File: src/mcde_pkg.sv
// Shared constants and types for the multi-channel debounce event unit.
package mcde_pkg;

	// Field widths fixed by the interface.
	localparam int CHAN_W  = 4;
	localparam int TIME_W  = 32;
	localparam int PBASE_W = 8;
	localparam int PIN_W   = 9;
	localparam int CFG_IDX_W  = 8;
	localparam int CFG_DATA_W = 32;

	// Defaults.
	localparam int CHANNELS_DEF = 16;
	localparam logic [TIME_W-1:0]  DEBOUNCE_RESET = 32'd25;
	localparam logic [PBASE_W-1:0] PIN_BASE_RESET = 8'd31;

	// Register indexes.
	localparam logic [CFG_IDX_W-1:0] REG_DEBOUNCE_DELAY = 8'd0;
	localparam logic [CFG_IDX_W-1:0] REG_PIN_BASE       = 8'd1;

	// One channel sample.
	typedef struct packed {
		logic [CHAN_W-1:0] channel;
		logic              level;
		logic [TIME_W-1:0] now_ms;
	} sample_t;

	// Commit request from the sample stage to the channel bank.
	typedef struct packed {
		logic    upd;
		sample_t smp;
	} bank_req_t;

endpackage

File: src/mcde_if.sv
// Handshake channel interfaces for samples, events and register writes.
interface mcde_sample_if;
	logic                            valid;
	logic                            ready;
	logic [mcde_pkg::CHAN_W-1:0]     channel;
	logic                            level;
	logic [mcde_pkg::TIME_W-1:0]     now_ms;

	modport source (output valid, output channel, output level, output now_ms, input ready);
	modport sink   (input valid, input channel, input level, input now_ms, output ready);
endinterface

interface mcde_event_if;
	logic                            valid;
	logic                            ready;
	logic [mcde_pkg::PIN_W-1:0]      pin_number;

	modport source (output valid, output pin_number, input ready);
	modport sink   (input valid, input pin_number, output ready);
endinterface

interface mcde_cfg_if;
	logic                              valid;
	logic                              ready;
	logic [mcde_pkg::CFG_IDX_W-1:0]    index;
	logic [mcde_pkg::CFG_DATA_W-1:0]   data;

	modport source (output valid, output index, output data, input ready);
	modport sink   (input valid, input index, input data, output ready);
endinterface

File: src/multi_channel_debounce_events_unit.sv
// Top level: sample register, channel bank, event register and registers.
// Path: the accepting edge loads the sample register; a rising settle from it
// then loads the event register, unless a held event not yet taken stalls
// the sample register. Throughput: one sample per cycle, limited only by the
// single event register when the event side stalls.
// Reset (arst_n low, asynchronous): all channel stores clear to zero, both
// pipeline registers empty, debounce_delay returns to 25 and pin_base to 31.
module multi_channel_debounce_events_unit #(
	parameter int CHANNELS = mcde_pkg::CHANNELS_DEF
) (
	input  logic             clk,
	input  logic             arst_n,
	mcde_sample_if.sink      smp,
	mcde_event_if.source     evt,
	mcde_cfg_if.sink         cfg
);

	logic [mcde_pkg::TIME_W-1:0]   debounce_delay_q;
	logic [mcde_pkg::PBASE_W-1:0]  pin_base_q;

	logic                          v_s1;
	mcde_pkg::sample_t             smp_s1;
	logic                          evt_v_q;
	logic [mcde_pkg::PIN_W-1:0]    pin_q;

	logic                          rise;
	logic                          adv;
	mcde_pkg::bank_req_t           req;

	// Take register writes at any time.
	assign cfg.ready = 1'b1;

	always_ff @(posedge clk or negedge arst_n) begin
		if (!arst_n) begin
			debounce_delay_q <= mcde_pkg::DEBOUNCE_RESET;
			pin_base_q       <= mcde_pkg::PIN_BASE_RESET;
		end else if (cfg.valid) begin
			case (cfg.index)
				mcde_pkg::REG_DEBOUNCE_DELAY: debounce_delay_q <= cfg.data;
				mcde_pkg::REG_PIN_BASE:       pin_base_q <= cfg.data[mcde_pkg::PBASE_W-1:0];
				default: ;
			endcase
		end
	end

	// Advance the sample stage unless its event would collide with a held one.
	assign adv       = v_s1 && (!rise || !evt_v_q || evt.ready);
	assign smp.ready = !v_s1 || adv;

	always_ff @(posedge clk or negedge arst_n) begin
		if (!arst_n) begin
			v_s1 <= 1'b0;
		end else if (smp.ready) begin
			v_s1 <= smp.valid;
		end
	end

	always_ff @(posedge clk) begin
		if (smp.valid && smp.ready) begin
			smp_s1.channel <= smp.channel;
			smp_s1.level   <= smp.level;
			smp_s1.now_ms  <= smp.now_ms;
		end
	end

	assign req.upd = adv;
	assign req.smp = smp_s1;

	mcde_chan_bank #(
		.CHANNELS(CHANNELS)
	) u_bank (
		.clk            (clk),
		.arst_n         (arst_n),
		.req            (req),
		.debounce_delay (debounce_delay_q),
		.rise           (rise)
	);

	// Hold the event until taken; load a new one on a rising settle.
	always_ff @(posedge clk or negedge arst_n) begin
		if (!arst_n) begin
			evt_v_q <= 1'b0;
		end else if (adv && rise) begin
			evt_v_q <= 1'b1;
		end else if (evt.ready) begin
			evt_v_q <= 1'b0;
		end
	end

	always_ff @(posedge clk) begin
		if (adv && rise) begin
			pin_q <= mcde_pkg::PIN_W'(pin_base_q) + mcde_pkg::PIN_W'(smp_s1.channel);
		end
	end

	assign evt.valid      = evt_v_q;
	assign evt.pin_number = pin_q;

	// A rising settle loads the event register with its pin.
	a_evt_load: assert property (@(posedge clk) disable iff (!arst_n)
		adv && rise |=> evt.valid
		&& evt.pin_number == $past(mcde_pkg::PIN_W'(pin_base_q)
		+ mcde_pkg::PIN_W'(smp_s1.channel)))
		else $error("event not loaded");

	// A pending event must not be overwritten.
	a_no_overwrite: assert property (@(posedge clk) disable iff (!arst_n)
		v_s1 && rise && evt_v_q && !evt.ready |-> !adv && !smp.ready)
		else $error("held event overwritten");

	// A sample that makes no event never stalls.
	a_no_stall: assert property (@(posedge clk) disable iff (!arst_n)
		v_s1 && !rise |-> adv && smp.ready)
		else $error("sample stalled without an event");

endmodule

File: src/mcde_chan_bank.sv
// Per-channel debounce stores and the settle decision for one sample.
module mcde_chan_bank #(
	parameter int CHANNELS = mcde_pkg::CHANNELS_DEF
) (
	input  logic                          clk,
	input  logic                          arst_n,
	input  mcde_pkg::bank_req_t           req,
	input  logic [mcde_pkg::TIME_W-1:0]   debounce_delay,
	output logic                          rise
);

	localparam int IDX_W = (CHANNELS > 1) ? $clog2(CHANNELS) : 1;
	localparam int CNT_W = $clog2(CHANNELS + 1);
	localparam int CMP_W = CNT_W + mcde_pkg::CHAN_W;

	logic                          prev_q  [CHANNELS];
	logic                          stab_q  [CHANNELS];
	logic [mcde_pkg::TIME_W-1:0]   ctime_q [CHANNELS];

	logic [IDX_W+mcde_pkg::CHAN_W-1:0] ch_ext;
	logic [IDX_W-1:0]                  idx;
	logic                              in_range;
	logic                              steady;
	logic [mcde_pkg::TIME_W-1:0]       elapsed;
	logic                              hit;

	// Decode the channel and evaluate the settle condition.
	always_comb begin
		ch_ext   = {{IDX_W{1'b0}}, req.smp.channel};
		idx      = ch_ext[IDX_W-1:0];
		in_range = ({{CNT_W{1'b0}}, req.smp.channel} < CMP_W'(CHANNELS));
		steady   = (req.smp.level == prev_q[idx]);
		elapsed  = req.smp.now_ms - ctime_q[idx];
		// A raw change restarts the timer, so only a steady level can settle.
		hit      = in_range && steady && (elapsed > debounce_delay)
		           && (req.smp.level != stab_q[idx]);
		rise     = hit && req.smp.level;
	end

	// Commit the channel's stores.
	always_ff @(posedge clk or negedge arst_n) begin
		if (!arst_n) begin
			for (int i = 0; i < CHANNELS; i++) begin
				prev_q[i]  <= 1'b0;
				stab_q[i]  <= 1'b0;
				ctime_q[i] <= '0;
			end
		end else if (req.upd && in_range) begin
			if (!steady) begin
				ctime_q[idx] <= req.smp.now_ms;
			end
			if (hit) begin
				stab_q[idx] <= req.smp.level;
			end
			prev_q[idx] <= req.smp.level;
		end
	end

	// A settle always follows a steady sample.
	a_hit_steady: assert property (@(posedge clk) disable iff (!arst_n)
		req.upd && hit |-> req.smp.level == prev_q[idx])
		else $error("settle on a changing raw level");

	// The stable level takes the raw level after a settle.
	a_hit_commit: assert property (@(posedge clk) disable iff (!arst_n)
		req.upd && hit |=> stab_q[$past(idx)] == $past(req.smp.level))
		else $error("stable level not updated");

	// A new raw level restarts the channel timer.
	a_timer_restart: assert property (@(posedge clk) disable iff (!arst_n)
		req.upd && in_range && !steady |=> ctime_q[$past(idx)] == $past(req.smp.now_ms))
		else $error("change time not restarted");

endmodule
File: src/flat_wrapper.sv
// flat-port wrapper written by rule: the top's interface ports become plain ports
module multi_channel_debounce_events_unit_flat 
#(
	parameter int CHANNELS = mcde_pkg::CHANNELS_DEF
)
  (clk, arst_n, smp_valid, smp_channel, smp_level, smp_now_ms, smp_ready, evt_valid, evt_pin_number, evt_ready, cfg_valid, cfg_index, cfg_data, cfg_ready);
  mcde_sample_if smp_i ();
  mcde_event_if evt_i ();
  mcde_cfg_if cfg_i ();
  input  logic clk;
  input  logic arst_n;
  input wire logic [$bits(smp_i.valid)-1:0] smp_valid;
  input wire logic [$bits(smp_i.channel)-1:0] smp_channel;
  input wire logic [$bits(smp_i.level)-1:0] smp_level;
  input wire logic [$bits(smp_i.now_ms)-1:0] smp_now_ms;
  output wire logic [$bits(smp_i.ready)-1:0] smp_ready;
  output wire logic [$bits(evt_i.valid)-1:0] evt_valid;
  output wire logic [$bits(evt_i.pin_number)-1:0] evt_pin_number;
  input wire logic [$bits(evt_i.ready)-1:0] evt_ready;
  input wire logic [$bits(cfg_i.valid)-1:0] cfg_valid;
  input wire logic [$bits(cfg_i.index)-1:0] cfg_index;
  input wire logic [$bits(cfg_i.data)-1:0] cfg_data;
  output wire logic [$bits(cfg_i.ready)-1:0] cfg_ready;
  assign smp_i.valid = smp_valid;
  assign smp_i.channel = smp_channel;
  assign smp_i.level = smp_level;
  assign smp_i.now_ms = smp_now_ms;
  assign smp_ready = smp_i.ready;
  assign evt_valid = evt_i.valid;
  assign evt_pin_number = evt_i.pin_number;
  assign evt_i.ready = evt_ready;
  assign cfg_i.valid = cfg_valid;
  assign cfg_i.index = cfg_index;
  assign cfg_i.data = cfg_data;
  assign cfg_ready = cfg_i.ready;
  multi_channel_debounce_events_unit #(.CHANNELS(CHANNELS)) u_core (.clk(clk), .arst_n(arst_n), .smp(smp_i), .evt(evt_i), .cfg(cfg_i));
endmodule
File: config.mk
export PLATFORM = sky130hd
export DESIGN_NAME = multi_channel_debounce_events_unit_flat
export DESIGN_NICKNAME = d
export VERILOG_FILES = /design/src/mcde_pkg.sv /design/src/mcde_if.sv /design/src/multi_channel_debounce_events_unit.sv /design/src/mcde_chan_bank.sv /design/src/flat_wrapper.sv
export SDC_FILE = /design/constraint.sdc
export NUM_CORES = 1
export LEC_CHECK = 0
export BUFFER_PORTS_ARGS = -buffer_cell sky130_fd_sc_hd__buf_4
export CORE_AREA = 2 2 223 225
export CTS_CLUSTER_DIAMETER = 120
export DETAILED_ROUTE_END_ITERATION = 8
export DIE_AREA = 0 0 225 227
export PLACE_DENSITY = 0.8
export SLEW_MARGIN = 20
export SYNTH_ARGS = -nofsm -noshare
export SYNTH_HDL_FRONTEND = slang
export SYNTH_SLANG_ARGS = --single-unit
File: constraint.sdc
create_clock -name clk -period 8.4 [get_ports clk]
set_input_delay 1.68 -clock clk [delete_from_list [all_inputs] [get_ports clk]]
set_output_delay 1.68 -clock clk [all_outputs]
set_load 0.05 [all_outputs]
==> results.yml <==
status:
  status: "complete, no violations"
floorplan:
  rows: 81
  die_w_um: 225
  ios: 94
  die_h_um: 227
  initial_core_util_pct: 62.7
  die_area_sq_um: 51100
  core-area_sq_um: 48500
power:
  p_per_area_nw_per_um2: 330
  swShare_pct: 29.1
  share_seq_of_total_power_pct: 42.8
  p_comb_share_pct: 29.9
  switchingPower_w: 0.00331
  intPower_w: 0.00805
  p_leak_nw: 15.6
  peakVddDrop_v: 0.000169
  pwr-share-clk_pct: 27.2
logic_synthesis:
  synthMuxAreaShare_pct: 32.8
  synth_commonest_cells: "578 x dfrtp_1, 521 x mux2_2, 165 x mux4_2"
  synth_area_leaders: "dfrtp_1 48%, mux2_2 19%, mux4_2 12%"
  yosys.area_share.adder_pct: 2.93
  yosys.area_share.simple_pct: 3.54
  yosysSeqAreaShare_pct: 52.8
  synth_largest_area_cell: "dfrtp_1"
  synth_edf_count: 46
  synth_top_family_by_area: "multiplexers"
  synthCells: 2061
  synth_compound_area_share_pct: 3.57
  postSynthRegisterBits: 632
  synthFlopType: "dfrtp_1"
  synthXorXnorAreaFrac_pct: 0.979
  syn_area_sq_um: 30400
  yosysTopAreaCellShare_pct: 47.5
  async_reset_ff_share_pct: 92.7
  synth.distinct_cells: 59
  avgSynthCellArea_sq_um: 14.8
  post-synth-top-count-cell: "dfrtp_1"
  yosys_warnings: 0
  syn_nets: 2213
clocking:
  root_buffer: "clkbuf_16"
  clock_latency_ns: 0.60
  cts_tree: "built"
  hold_buffers: 0
  cts_inserted_buffers: 69
  clock_path_buffers: 3
  cts.htree.levels: 3
  clkTransAtPathRegs_ns: 0.06
  numClockSinks: 632
place:
  dpl_worst_slack_ns: 0.152
  numPortBuffers: 92
  place_area_sq_um: 31700
  globalplace.congestion: 0.914
  hpwl_um: 42100
route:
  routed_wl_um: 73900
  met1Wirelength_um: 31100
  ant_nets: 0
  drt_first_pass_iters: 5
  num_vias: 18388
  highest_layer: "met4"
  dr_wl_met2_um: 35800
  post_drt_via_cell_ratio: 6.52
  drcViolationCount: 0
  drt-initial-drc-count: 1720
  wl_per_cell_um: 26.2
  met3WireLength_um: 4710
cells_and_area:
  layout.nets: 2297
  drive_gt1_share_pct: 46.2
  synthToLayoutAreaGrowth_pct: 13.1
  fin_area_sq_um: 34400
critical_path:
  worstPathRequired_ns: 6.72
  crit_path_top_delay_cell: "mux4_2"
  startpoint_type: "flop"
  crit_chain: "buf_4 > buf_16 > mux4_2 > mux4_2 > inv_1 > ha_1 > a21oi_1 > nor2_1 > a21oi_2 > a2111oi_2 > or3_1 > a311o_1 > a21oi_1 > xnor2_1 > ha_1 > nand3_1 > nor4_4 > nand2b_2 > nor4_4 > o31ai_2 > a31oi_4 > nand4_1 > buf_6"
  critical_path.max_fanout: 16
  arrival_ns: 6.52
  critPathBufInv: 4
  path_delay_family: "simple AND/OR/NAND/NOR gates"
  endpoint_kind: "output port"
  max_stage_delay_ns: 0.52
  path_class: "flop to output port"
timing:
  fin_crit_sh_pct: 97.6
  fmax_mhz: 122
  setup_slack_ns: 0.203
  maxSlewHeadroom_pct: 36.1
  worst_slew_pin_slew_ns: 0.958
  period_minus_slack_ns: 8.20
  fin_skew_ns: 0.0277
  hold_viol: 0
  maxSlewViolCount: 0
  setup_viol: 0
global_route:
  grt-ovfl-total: 0
  grt_max_degree: 180
  grt_pass1_vias: 19339
  antenna_found_initial: 1
  grtUsageTotal_pct: 29.3
  grt_pass1_wl_um: 113000
worst_hold_path:
  hold_path_class: "flop to flop"
job:
  cap_violations: 0
cells in the final DEF, fill, tap and decap left out, types with 46 or more instances in the layout:
master / instances
dfrtp_1: 578
mux2_2: 521
mux4_2: 165
buf_4: 133
inv_1: 79
clkbuf_16: 76
nand2_1: 67
ha_1: 67
o21ai_0: 59
edfxtp_1: 46
metrics by stage:
step	utilization, %	hold WS [ns]	power [W]	instances	setup TNS [ns]
6_report	70.9	0.485	0.0114	2819	0
5_1_grt	70.9	0.494	0.0119	2818	-0.0500
2_1_floorplan	-	0.445	0.00726	2061	0
3_3_place_gp	65.2	0.460	0.00789	2678	0
4_1_cts	70.2	0.482	0.0113	2805	0
3_5_place_dp	65.3	0.469	0.00813	2679	0
cells by family (layout without fill, tap and decap cells):
| family | count (synthesis) | count (layout) |
|---|---|---|
| mux | 713 | 713 |
| buf+inv | 223 | 358 |
| simple gates | 213 | 213 |
| other cells | 1 | 2 |
| xor+xnor | 34 | 34 |
| flops | 632 | 632 |
| compound gates | 175 | 175 |
| fa+ha+maj | 70 | 70 |
final timing paths:
kind | start | endpoint | slack (ns) | depth (start not counted)
worst min-delay path | u_core.u_bank.ctime_q[132] | u_core.u_bank.ctime_q[132] | 0.49 | 1
max in group asynchronous | arst_n | u_core.u_bank.ctime_q[275] | 5.89 | 2
worst max-delay path | u_core.req[33] | smp_ready | 0.20 | 23
worst min register to register | u_core.u_bank.ctime_q[132] | u_core.u_bank.ctime_q[132] | 0.49 | 1
worst max register to register | u_core.req[33] | u_core.req[30] | 1.15 | 25
min in group asynchronous | arst_n | u_core.pin_base_q[5] | 1.08 | 1
state kept, by name, indices dropped and copies added, names as in the netlist:
| register | count |
|---|---|
| u_core.debounce_delay_q | 32 |
| u_core.req | 37 |
| u_core.u_bank.stab_q | 16 |
| u_core.evt.pin_number | 9 |
| u_core.u_bank.prev_q | 16 |
| u_core.pin_base_q | 8 |
| u_core.v_s1 | 1 |
| u_core.u_bank.ctime_q | 512 |
| u_core.evt.valid | 1 |
worst register-to-register path: stages, from the launching register on:
cell and delay, ns:
edfxtp_1 0.37, buf_4 0.23, buf_16 0.21, mux4_2 0.55, mux4_2 0.50, inv_1 0.10, ha_1 0.31, a21oi_1 0.23
nor2_1 0.11, a21oi_2 0.26, a2111oi_2 0.14, or3_1 0.41, a311o_1 0.30, a21oi_1 0.19, xnor2_1 0.14, ha_1 0.25
nand3_1 0.16, nor2_1 0.07, a221oi_1 0.31, nor2_1 0.07, a31oi_1 0.42, a31oi_4 0.17, nand4_1 0.20, buf_4 0.15
and2_2 0.53, buf_4 0.46
per-layer routing:
| layer | GRT usage (%) | vias up |
|---|---|---|
| li1 | - | 7815 |
| met1 | 40.7 | 9747 |
| met2 | 47.6 | 658 |
| met3 | 5.52 | 168 |
| met4 | 9.34 | 0 |
| met5 | 0 | - |
power by group through the flow:
stage / Combinational (W) / Clock [W] / Sequential, W
CTS: 0.00331 / 0.00313 / 0.00485
global placement: 0.00311 / 0 / 0.00478
detailed placement: 0.00325 / 0 / 0.00488
global route: 0.00366 / 0.00326 / 0.00499
finish: 0.00340 / 0.00310 / 0.00487
floorplan: 0.00264 / 0 / 0.00462
layout make-up:
class	count	area, sq um
diodes	1	2.50
clock buffers	93	1980
clock inverters	29	338
fillers	3081	14100
inverters	81	304
multi-input cells	1206	13500
flip-flops and latches	632	16100
well taps	622	778
repair buffers	155	1440
timing repair:
action,4_1_cts,5_1_grt
endpoints found under the setup margin,1,1
gates resized for setup,7,35
gates cloned,1,4
setup buffers,3,8
pin swaps,0,5
Note: power is estimated with default switching activity, not from simulation.
